### src/rtl/salr_pkg.sv
// salr_pkg: shared constants and controller/datapath handshake types
// for the skewed-associative lru replacement unit
// no dependencies
`default_nettype none

package salr_pkg;

    // default geometry
    localparam int WAYS_DEFAULT     = 4;
    localparam int SET_BITS_DEFAULT = 10;

    // fixed field widths of the request and response words
    localparam int ADDR_W    = 48;
    localparam int WAY_W     = 4;
    localparam int SET_IDX_W = 10;
    localparam int AGE_W     = 32;
    localparam int BOFF_W    = 4;

    // block offset register reset value
    localparam logic [BOFF_W-1:0] BOFF_RESET = 4'd6;

    // request op codes
    localparam logic OP_REPLACE = 1'b0;
    localparam logic OP_TOUCH   = 1'b1;

    // commands from controller to datapath
    typedef struct packed {
        logic clear;    // write zero at the sweep address
        logic load;     // capture a request word
        logic scan_rd;  // read the timestamp of the current scan way
        logic finish;   // stamp the chosen entry and emit the response
    } ctrl_cmd_t;

    // status from datapath to controller
    typedef struct packed {
        logic clear_last;  // sweep address is at the last entry
        logic scan_last;   // scan way is the last way
        logic out_free;    // response register can take a new word
    } ctrl_sts_t;

endpackage

`default_nettype wire

### src/rtl/salr_ctrl.sv
// salr_ctrl: sequencer for clearing, victim scan and stamping
// depends on salr_pkg for command and status types
`default_nettype none

module salr_ctrl (
    input  wire logic                clk,
    input  wire logic                rst_n,
    input  wire logic                in_valid,
    input  wire logic                in_op,
    output      logic                in_ready,
    output      salr_pkg::ctrl_cmd_t cmd,
    input  wire salr_pkg::ctrl_sts_t sts
);

    localparam int ST_W = 3;
    localparam logic [ST_W-1:0] ST_CLEAR  = 3'd0;
    localparam logic [ST_W-1:0] ST_IDLE   = 3'd1;
    localparam logic [ST_W-1:0] ST_SCAN   = 3'd2;
    localparam logic [ST_W-1:0] ST_CMP    = 3'd3;
    localparam logic [ST_W-1:0] ST_FINISH = 3'd4;

    logic [ST_W-1:0] state_reg;
    logic [ST_W-1:0] state_next;

    // next state and command decode
    always_comb
    begin
        state_next = state_reg;
        cmd        = '0;
        in_ready   = 1'b0;
        unique case (state_reg)
            ST_CLEAR:
            begin
                cmd.clear = 1'b1;
                if (sts.clear_last)
                begin
                    state_next = ST_IDLE;
                end
            end
            ST_IDLE:
            begin
                in_ready = 1'b1;
                if (in_valid)
                begin
                    cmd.load   = 1'b1;
                    state_next = (in_op == salr_pkg::OP_TOUCH) ? ST_FINISH : ST_SCAN;
                end
            end
            ST_SCAN:
            begin
                cmd.scan_rd = 1'b1;
                if (sts.scan_last)
                begin
                    state_next = ST_CMP;
                end
            end
            ST_CMP:
            begin
                // last timestamp is compared in this cycle
                state_next = ST_FINISH;
            end
            ST_FINISH:
            begin
                if (sts.out_free)
                begin
                    cmd.finish = 1'b1;
                    state_next = ST_IDLE;
                end
            end
            default:
            begin
                state_next = ST_IDLE;
            end
        endcase
    end

    // state register
    always_ff @(posedge clk or negedge rst_n)
    begin
        if (!rst_n)
        begin
            state_reg <= ST_CLEAR;
        end
        else
        begin
            state_reg <= state_next;
        end
    end

endmodule

`default_nettype wire

### config.mk
export PLATFORM = sky130hd
export DESIGN_NAME = salr_ctrl
export DESIGN_NICKNAME = d
export VERILOG_FILES = /design/src/rtl/salr_pkg.sv /design/src/rtl/salr_ctrl.sv
export SDC_FILE = /design/constraint.sdc
export NUM_CORES = 1
export LEC_CHECK = 0
export BUFFER_PORTS_ARGS = -buffer_cell sky130_fd_sc_hd__buf_2
export CORE_AREA = 2 2 39 41
export DETAILED_ROUTE_END_ITERATION = 8
export DIE_AREA = 0 0 41 43
export PLACE_DENSITY_LB_ADDON = 0.3
export SLEW_MARGIN = 20
export SYNTH_ARGS = -nofsm -noshare
export SYNTH_HDL_FRONTEND = slang
export SYNTH_SLANG_ARGS = --single-unit
### constraint.sdc
create_clock -name clk -period 3.1 [get_ports clk]
set_input_delay 0 -clock clk [delete_from_list [all_inputs] [get_ports clk]]
set_output_delay 0 -clock clk [all_outputs]
set_load 0.02 [all_outputs]
# Word-level counts from Yosys, hierarchy flattened

Index checks and enable logic that the tools add are counted.

Latch bits: 0
Memories kept: 0
Input port bits: 7
Output and inout bits: 5
Memory bits (writable): 0
Bits in registers: 3
Bits in read-only memories: 0

Reduce and logical (&&, ||, !) cells: 2
Bitwise operators: 0
Equal/unequal tests: 8
Multipliers: 0
Muxes and demuxes: 13
Add/sub/neg operators: 0
Divide/modulo/power cells: 0
$lt $le $gt $ge: 0
Shift operators: 0

Operator list:

| kind               | count |
|---|---|
| $mux 3             | 5 |
| $pmux 3 s5         | 1 |
| $ne 2x2->1 const B | 4 |
| $mux 1             | 7 |
| $eq 3x2->1 const B | 2 |
| $reduce_and 4->1   | 1 |
| $eq 3x1->1 const B | 1 |
| $eq 3x3->1 const B | 1 |
| $logic_not 3->1    | 1 |

# Longest topological paths before layout

Gate-level depths: netlist of run 1.

Depth in word-level cells: 3
Depth in mapped cells: 4

# Worst setup path before layout of run 1

No wires, ideal clock.

Path type: reg2reg
Start point: reg state_reg[1]
End point: reg state_reg[0]
Period minus slack after synthesis: 1,218 ps
Cell stages (with the launch flop): 5
Library setup time: 124 ps
Path buffers: 1
Required time: 2,976 ps
Path slack: 1,882 ps
Arrival time: 1,094 ps
Cells stage by stage: dfrtp_1 -> buf_6 -> or4b_4 -> o21ai_2 -> a21oi_2

Word-level cells in the longest chain between the ends: 3
Elaborated cells on any way between the ends: 11
Classes of those cells: 8 x eq/ne; 1 x mux; 2 x reduce/logical

Ends and longest elaborated chain:

| item                                     | line            | RTL |
|---|---|---|
| start: declaration                       | salr_ctrl.sv:22 | `logic [ST_W-1:0] state_reg;` |
| start signal: assignment                 | salr_ctrl.sv:86 | `state_reg <= state_next;` |
| $eq 3x2->1, or another cell as far along | salr_ctrl.sv:31 | `unique case (state_reg)` |
| $ne 2x2->1 (no line)                     | --              |  |
| $reduce_and 4->1 (no line)               | --              |  |

Parallel ways exist; a longest one is shown, timed or not.
A chain may end at the register's enable or synchronous reset.

# Worst setup path in the final report of run 1

Start point: reg state_reg[2]
End point: out in_ready

Word-level cells in the longest chain between the ends: 2

Ends and longest elaborated chain:

| item             | line            | RTL |
|---|---|---|
| $eq 3x1->1       | salr_ctrl.sv:31 |  |
| $mux 1           | salr_ctrl.sv:31 |  |
| end: declaration | salr_ctrl.sv:10 | `output logic in_ready,` |

No other way between the ends.

==> impl_metrics.env, run 1 <==
export IMPL_die_w_um=41
export IMPL_io_pins=12
export IMPL_final_cell_area_sq_um=303
export IMPL_initial_core_util=0.146
export IMPL_drt_wirelength_per_cell_um=8.19
export IMPL_placed_cell_area_sq_um=267
export IMPL_vdd_drop_max_v=0.000213
export IMPL_numPortBuffers=11
export IMPL_holdCritPathClass="in -> reg"
export IMPL_nFillCells=163
export IMPL_rows=14
export IMPL_end_kind="output port"
export IMPL_place_congestion=0.679
export IMPL_synth_cells=23
export IMPL_hold_worst_slack_ps=49.8
export IMPL_rrSetupSlack_ps=1840
export IMPL_slew_headroom=0.799
export IMPL_grt_pass1_vias=166
export IMPL_root_buffer="clkbuf_4"
export IMPL_max_freq_mhz=787
export IMPL_via_per_inst=3.93
export IMPL_core_sq_um=1380
export IMPL_critical_path_class="reg -> out"
export IMPL_clk_path_buf_depth=2
export IMPL_drtIter0Drc=3
export IMPL_cap_viol_max_count=0
export IMPL_syn_area_sq_um=203
export IMPL_grt_pass1_wl_um=641
export IMPL_ys_seq_elements=3
export IMPL_syn2layout_area_growth_pct=49.4
export IMPL_run_status="complete, no violations"
export IMPL_period_minus_slack_ps=1270
export IMPL_yosys_warnings=0
export IMPL_cellLeakagePower_nw=0.147
export IMPL_clock_sinks=3
export IMPL_avgSynthCellArea_sq_um=8.81
export IMPL_cts_made_buffers=3
export IMPL_die_area_sq_um=1760
export IMPL_final_util=0.219
export IMPL_cts_resized=0
export IMPL_die_height_um=43
export IMPL_dp_hpwl_um=335
export IMPL_worst_skew_pair_late_latency_ps=230
export IMPL_tightest_slew_ps=301
export IMPL_antenna_found_initial=0
export IMPL_final_hold_viol_count=0
export IMPL_cts_tree="built"
export IMPL_grt_total_usage=0.0654
export IMPL_drcViolationCount=0
export IMPL_diodes=0
export IMPL_final_setup_skew_ps=1.59
export IMPL_critPathRequiredTime_ps=3100
export IMPL_drive_gt1_frac=0.474
export IMPL_path_clk_slew_ps=40
export IMPL_synthesis_nets=30
export IMPL_grt_setup_unrepaired="no"
export IMPL_grt_max_degree=11
export IMPL_crit_arrival_ps=1270
export IMPL_finalMaxSlewViolations=0
export IMPL_grt_overflow=0
export IMPL_ant_nets=0
export IMPL_htreeDepth=1
export IMPL_start_kind="flip-flop"
export IMPL_largest_reg_flops=3
export IMPL_routed_wl_um=442
export IMPL_fin_crit_sh=0.410
export IMPL_setup_violations=0
export IMPL_synth_cell_types=14
export IMPL_cellPowerDensity_nw_per_um2=997
export IMPL_vias=212
export IMPL_total_power_w=0.000302
export IMPL_yosysSeqAreaShare=0.370
export IMPL_crit_fanout=8
export IMPL_nNetsFinal=46
export IMPL_first_pass_iters=4
export IMPL_setup_tns_ps=0
-- layout make-up --
type	instances	area [sq um]	area share
Multi-Input combinational cell	19	116	0.384
Clock buffer	4	26.3	0.0868
Tap cell	16	20.0	0.0661
Timing Repair Buffer	12	65.1	0.215
Sequential cell	3	75.1	0.248
-- logic make-up after synthesis --
kind of cell | synth area share
flip-flops | 0.370
buffers and inverters | 0.0556
AO/OA/AOI/OAI | 0.160
AND/OR/NAND/NOR | 0.364
multiplexers | 0.0494
-- what timing repair did --
item / in CTS / in global routing
buffers inserted: 0 / 0
hold buffers: 1 / 0
hold endpoints to repair: 3 / 0
-- per-layer routing --
metal	track usage	share of wire	vias to the layer above	wire length, um
met2	0.0625	0.44	12	194
met4	0.100	0.054	0	24
met3	0.0471	0.081	2	36
li1	-	-	110	-
met1	0.0680	0.42	88	187
met5	0	0	-	0
-- Yosys cell counts --
| master | number | share of area |
|---|---|---|
| a21oi_1 | 2 | 0.049 |
| or2b_2 | 1 | 0.043 |
| a21oi_2 | 1 | 0.043 |
| or3_1 | 1 | 0.031 |
| o21ai_0 | 1 | 0.025 |
| nor2_1 | 4 | 0.074 |
| or4b_4 | 1 | 0.068 |
| or2b_1 | 1 | 0.037 |
| dfrtp_1 | 3 | 0.37 |
| nor3_1 | 3 | 0.074 |
| nand2_1 | 2 | 0.037 |
| mux2i_1 | 1 | 0.049 |
| buf_6 | 1 | 0.056 |
| o21ai_2 | 1 | 0.043 |
-- per-stage QoR --
| stage | cells | worst slack [ps] |
|---|---|---|
| final | 54 | 1830 |
| after global routing | 54 | 1770 |
| after CTS | 54 | 1810 |
| after detailed placement | 49 | 1840 |
| after global placement | 49 | 1840 |
| after floorplan | 23 | 1880 |
-- worst max-delay path: stages, from the launching register on --
cell and delay (ps):
dfrtp_1 440, or2b_2 350, nor2_1 80, buf_2 160
-- worst paths after layout --
kind                                               start                        to  cells after the start
worst max register to register  state_reg[1]$_DFFE_PN0P_  state_reg[0]$_DFFE_PN0P_                      3
worst min-delay path                              sts[2]  state_reg[0]$_DFFE_PN0P_                      3
max in group asynchronous                          rst_n  state_reg[1]$_DFFE_PN0P_                      2
min in group asynchronous                          rst_n  state_reg[0]$_DFFE_PN0P_                      2
worst max-delay path            state_reg[2]$_DFFE_PN0P_                  in_ready                      3
worst min register to register  state_reg[2]$_DFFE_PN0P_  state_reg[1]$_DFFE_PN0P_                      1
-- cells in the final DEF, fill, tap and decap left out, types with 2 or more instances in the layout --
| master | instances |
|---|---|
| a21oi_1 | 2 |
| dfrtp_1 | 3 |
| clkbuf_4 | 3 |
| nor2_1 | 4 |
| nor3_1 | 3 |
| buf_2 | 11 |
| nand2_1 | 2 |
-- where the power goes --
part / switching (W) / total (W) / internal (W) / leakage (nW)
clock network: 0.0000207 / 0.0000689 / 0.0000483 / 0.0150
registers: 0.0000360 / 0.0000928 / 0.0000568 / 0.0377
logic: 0.0000783 / 0.000140 / 0.0000620 / 0.0946
total: 0.000135 / 0.000302 / 0.000167 / 0.147
(Power assumes the default switching activity.)
==> run 2: changes to the inputs <==
Clock period 3.1 ns to 1.2 ns, I/O delays scaled along.
==> impl_metrics.env, run 2 (synthesis gave the netlist of run 1 again) <==
export IMPL_run_status="finished with violations"
export IMPL_violations="setup timing"
export IMPL_holdCritPathClass="in -> reg"
export IMPL_grt_overflow=0
export IMPL_initial_core_util=0.146
export IMPL_worst_hold_startpoint="sts[2]"
export IMPL_drive_gt1_frac=0.644
export IMPL_combPwrFrac=0.633
export IMPL_syn2layout_area_growth_pct=92.6
export IMPL_post_place_ws_ps=55.5
export IMPL_routed_wl_um=605
export IMPL_start_kind="flip-flop"
export IMPL_crit_path_start="state_reg[0]$_DFFE_PN0P_"
export IMPL_p_switching_w=0.000424
export IMPL_netSwitchingFraction=0.412
export IMPL_diodes=0
export IMPL_final_setup_skew_ps=3.46
export IMPL_die_w_um=41
export IMPL_largest_reg_flops=3
export IMPL_cts_made_buffers=3
export IMPL_path_clk_slew_ps=40
export IMPL_cellLeakagePower_nw=0.192
export IMPL_vdd_drop_max_v=0.000573
export IMPL_drcViolationCount=0
export IMPL_grt_setup_unrepaired="yes"
export IMPL_grt_pass1_vias=228
export IMPL_slowest_stage="dfrtp_1"
export IMPL_critical_path_class="reg -> out"
export IMPL_worst_skew_pair_late_latency_ps=240
export IMPL_multi_input_area_sq_um=136
export IMPL_clock_sinks=3
export IMPL_grt_pass1_wl_um=869
export IMPL_die_area_sq_um=1760
export IMPL_final_util=0.282
export IMPL_io_pins=12
export IMPL_grt_max_degree=7
export IMPL_setup_violations=2
export IMPL_p_int_w=0.000606
export IMPL_via_per_inst=3.93
export IMPL_finalMaxSlewViolations=0
export IMPL_seq_area_sq_um=75.1
export IMPL_critPathTopFamily="flip-flops"
export IMPL_critPathRequiredTime_ps=1200
export IMPL_drt_wirelength_per_cell_um=9.92
export IMPL_crit_chain="buf_6, or2b_1, nor2_1, buf_4"
export IMPL_r2r_start="state_reg[1]$_DFFE_PN0P_"
export IMPL_layout_common_cells="buf_2 (8), buf_4 (8)"
export IMPL_fin_crit_sh=1.03
export IMPL_cts_tree="built"
export IMPL_nFillCells=154
export IMPL_crit_buf_inv=2
export IMPL_period_minus_slack_ps=1230
export IMPL_max_freq_mhz=811
export IMPL_total_power_w=0.00103
export IMPL_seq_power_share=0.191
export IMPL_final_hold_viol_count=0
export IMPL_rows=14
export IMPL_vias=240
export IMPL_drt_met1_wl_um=220
export IMPL_grt_total_usage=0.0843
export IMPL_antenna_found_initial=0
export IMPL_core_sq_um=1380
export IMPL_top_layer="met4"
export IMPL_ant_nets=0
export IMPL_rrSetupSlack_ps=60
export IMPL_p_clk_frac=0.176
export IMPL_slew_headroom=0.890
export IMPL_setup_slack_ps=-33.0
export IMPL_place_congestion=0.776
export IMPL_wl_met3_um=31
export IMPL_dp_hpwl_um=427
export IMPL_tightest_slew_ps=161
export IMPL_clk_path_buf_depth=2
export IMPL_setup_tns_ps=-58.9
export IMPL_first_pass_iters=2
export IMPL_met2RoutedLength_um=341
export IMPL_crit_fanout=6
export IMPL_die_height_um=43
export IMPL_numPortBuffers=11
export IMPL_cpPeakStageDelay_ps=380
export IMPL_drtIter0Drc=4
export IMPL_cellPowerDensity_nw_per_um2=2640
export IMPL_end_kind="output port"
export IMPL_root_buffer="clkbuf_4"
export IMPL_htreeDepth=1
export IMPL_crit_arrival_ps=1230
export IMPL_cap_viol_max_count=0
export IMPL_nNetsFinal=53
==> run 2: routing by layer <==
| layer | vias to the layer above | track usage |
|---|---|---|
| met2 | 6 | 0.106 |
| met1 | 107 | 0.0836 |
| met5 | - | 0 |
| met3 | 2 | 0.0471 |
| li1 | 125 | - |
| met4 | 0 | 0.100 |
==> run 2: path summary, 6_finish.rpt <==
check | to | depth (start not counted)
min in group asynchronous | state_reg[2]$_DFFE_PN0P_ | 2
worst max register to register | state_reg[0]$_DFFE_PN0P_ | 3
worst min register to register | state_reg[2]$_DFFE_PN0P_ | 2
worst min-delay path | state_reg[0]$_DFFE_PN0P_ | 3
worst max-delay path | cmd[1] | 4
max in group asynchronous | state_reg[1]$_DFFE_PN0P_ | 2
==> run 2: worst register-to-register path: stages (launching register included) <==
cell and delay (ps):
dfrtp_1 410, or4b_4 500, o21ai_2 80, a21oi_2 40
==> run 2: area by class of cell <==
type | instances | area share
Multi-Input combinational cell | 19 | 0.349
Sequential cell | 3 | 0.192
Clock buffer | 4 | 0.0673
Tap cell | 16 | 0.0513
Timing Repair Buffer | 19 | 0.340
==> run 2: stage by stage <==
stage,hold WS [ps],cell area (sq um),cells
after floorplan,-296,203,23
after global placement,-198,304,54
after detailed placement,-198,304,54
after CTS,49.6,370,61
after global routing,79.0,390,61
final,48.8,390,61
==> run 2: power groups by stage <==
| stage | clock network (W) | logic (W) | registers, W |
|---|---|---|---|
| final | 0.000181 | 0.000653 | 0.000197 |
| after global routing | 0.000187 | 0.000702 | 0.000207 |
| after CTS | 0.000184 | 0.000606 | 0.000193 |
| after detailed placement | 0 | 0.000525 | 0.000187 |
| after global placement | 0 | 0.000531 | 0.000189 |
| after floorplan | 0 | 0.000321 | 0.000196 |
==> run 2: what timing repair did <==
item                       CTS  global route
pin swaps                    0             1
setup endpoints to repair    2             6
cloned                       0             0
setup buffers                2             0
hold buffers                 1             0
hold endpoints to repair     3             0
resized for setup            5             5
==> run 3: changes to the inputs <==
Settings changed: REMOVE_ABC_BUFFERS from default to 1.
Clock period 1.2 ns to 1 ns, I/O delays scaled along.
==> impl_metrics.env, run 3 (synthesis gave the netlist of run 1 again) <==
export IMPL_seq_power_share=0.137
export IMPL_grt_overflow=0
export IMPL_cts_tree="built"
export IMPL_final_hold_viol_count=0
export IMPL_root_buffer="clkbuf_4"
export IMPL_core_sq_um=1380
export IMPL_drcViolationCount=0
export IMPL_die_area_sq_um=1760
export IMPL_critical_path_class="reg -> out"
export IMPL_diodes=0
export IMPL_grt_total_usage=0.0956
export IMPL_drive_gt1_frac=0.702
export IMPL_rows=14
export IMPL_p_clk_frac=0.126
export IMPL_ant_nets=0
export IMPL_met2RoutedLength_um=389
export IMPL_total_power_w=0.00167
export IMPL_vias=248
export IMPL_wl_met3_um=13
export IMPL_run_status="finished with violations"
export IMPL_hold_worst_slack_ps=57.6
export IMPL_cap_viol_max_count=0
export IMPL_tightest_slew_ps=162
export IMPL_grt_setup_unrepaired="yes"
export IMPL_numPlacedInstances=54
export IMPL_nNetsFinal=55
export IMPL_antenna_found_initial=0
export IMPL_drtIter0Drc=0
export IMPL_violations="setup timing"
export IMPL_max_freq_mhz=831
export IMPL_numPortBuffers=11
export IMPL_crit_arrival_ps=1200
export IMPL_fin_crit_sh=1.20
export IMPL_finalMaxSlewViolations=0
export IMPL_drt_met1_wl_um=232
export IMPL_start_kind="flip-flop"
export IMPL_cellLeakagePower_nw=0.218
export IMPL_grt_max_degree=6
export IMPL_p_int_w=0.00102
export IMPL_final_cells=63
export IMPL_end_kind="output port"
export IMPL_final_common_cell="buf_6"
export IMPL_p_switching_w=0.000650
export IMPL_routed_wl_um=635
export IMPL_htreeDepth=1
export IMPL_vdd_drop_max_v=0.000797
export IMPL_die_w_um=41
export IMPL_drt_wirelength_per_cell_um=10.1
export IMPL_dp_hpwl_um=417
export IMPL_holdCritPathClass="in -> reg"
export IMPL_cellPowerDensity_nw_per_um2=3390
export IMPL_nFillCells=147
export IMPL_syn2layout_area_growth_pct=143
export IMPL_worst_skew_pair_late_latency_ps=230
export IMPL_layout_common_cells="buf_6 (8), buf_2 (6), buf_4 (4)"
export IMPL_die_height_um=43
export IMPL_cts_made_buffers=3
export IMPL_first_pass_iters=1
export IMPL_slew_headroom=0.889
export IMPL_place_congestion=0.745
export IMPL_clk_path_buf_depth=2
export IMPL_crit_fanout=5
export IMPL_path_clk_slew_ps=40
export IMPL_io_pins=12
export IMPL_via_per_inst=3.94
export IMPL_setup_violations=8
export IMPL_grt_pass1_wl_mm=1.02
export IMPL_final_setup_skew_ps=0.309
export IMPL_period_minus_slack_ps=1200
export IMPL_critPathRequiredTime_ps=1000
export IMPL_grt_pass1_vias=271
export IMPL_largest_reg_flops=3
export IMPL_initial_core_util=0.146
export IMPL_netSwitchingFraction=0.390
export IMPL_final_util=0.355
export IMPL_setup_slack_ps=-203
export IMPL_rrSetupSlack_ps=-170
export IMPL_top_layer="met3"
export IMPL_combPwrFrac=0.738
export IMPL_clock_sinks=3
[run 3: power by group through the flow]
stage | Sequential [W] | Clock, W | Combinational, W
after floorplan | 0.000258 | 0 | 0.000328
after global placement | 0.000220 | 0 | 0.000642
after detailed placement | 0.000219 | 0 | 0.000640
after CTS | 0.000227 | 0.000220 | 0.000945
after global routing | 0.000234 | 0.000231 | 0.00131
final | 0.000228 | 0.000209 | 0.00123
[run 3: worst paths after layout]
| path | start | to | cells past startpoint |
|---|---|---|---|
| hold reg to reg | state_reg[0]$_DFFE_PN0P_ | state_reg[2]$_DFFE_PN0P_ | 2 |
| setup reg to reg | state_reg[1]$_DFFE_PN0P_ | state_reg[0]$_DFFE_PN0P_ | 3 |
| max in group asynchronous | rst_n | state_reg[1]$_DFFE_PN0P_ | 2 |
| setup / recovery | state_reg[0]$_DFFE_PN0P_ | cmd[0] | 4 |
| hold / removal | sts[2] | state_reg[0]$_DFFE_PN0P_ | 3 |
| min in group asynchronous | rst_n | state_reg[2]$_DFFE_PN0P_ | 2 |
[run 3: critical path: stages (launching register included)]
cell     delay [ps]
dfrtp_1         380
buf_6           130
buf_4           150
nor3_4          180
buf_6           140
[run 3: through the flow]
step | setup TNS, ps | worst slack (ps) | area, sq um
3_5_place_dp | -397 | -139 | 304
3_3_place_gp | -365 | -134 | 304
5_1_grt | -1680 | -258 | 492
4_1_cts | -1290 | -204 | 423
6_report | -1280 | -203 | 492
2_1_floorplan | -384 | -201 | 191
[run 3: timing repair]
item                                   CTS  global route
hold buffers                             1             0
setup buffers                            2             2
resized for setup                       20             8
endpoints found under the hold margin    3             0
setup endpoints to repair                8             8
pin swaps                                4             3
[run 3: final cells by class]
cell class	count	area, sq um	share of cell area
Clock buffer	4	26.3	0.0534
Multi-Input combinational cell	19	175	0.356
Sequential cell	3	75.1	0.153
Tap cell	16	20.0	0.0407
Timing Repair Buffer	21	195	0.397
[run 3: metal layers]
metal	track usage	up-vias
met1	0.0874	116
met3	0.0471	0
met4	0.100	0
met5	0	-
met2	0.138	3
li1	-	129
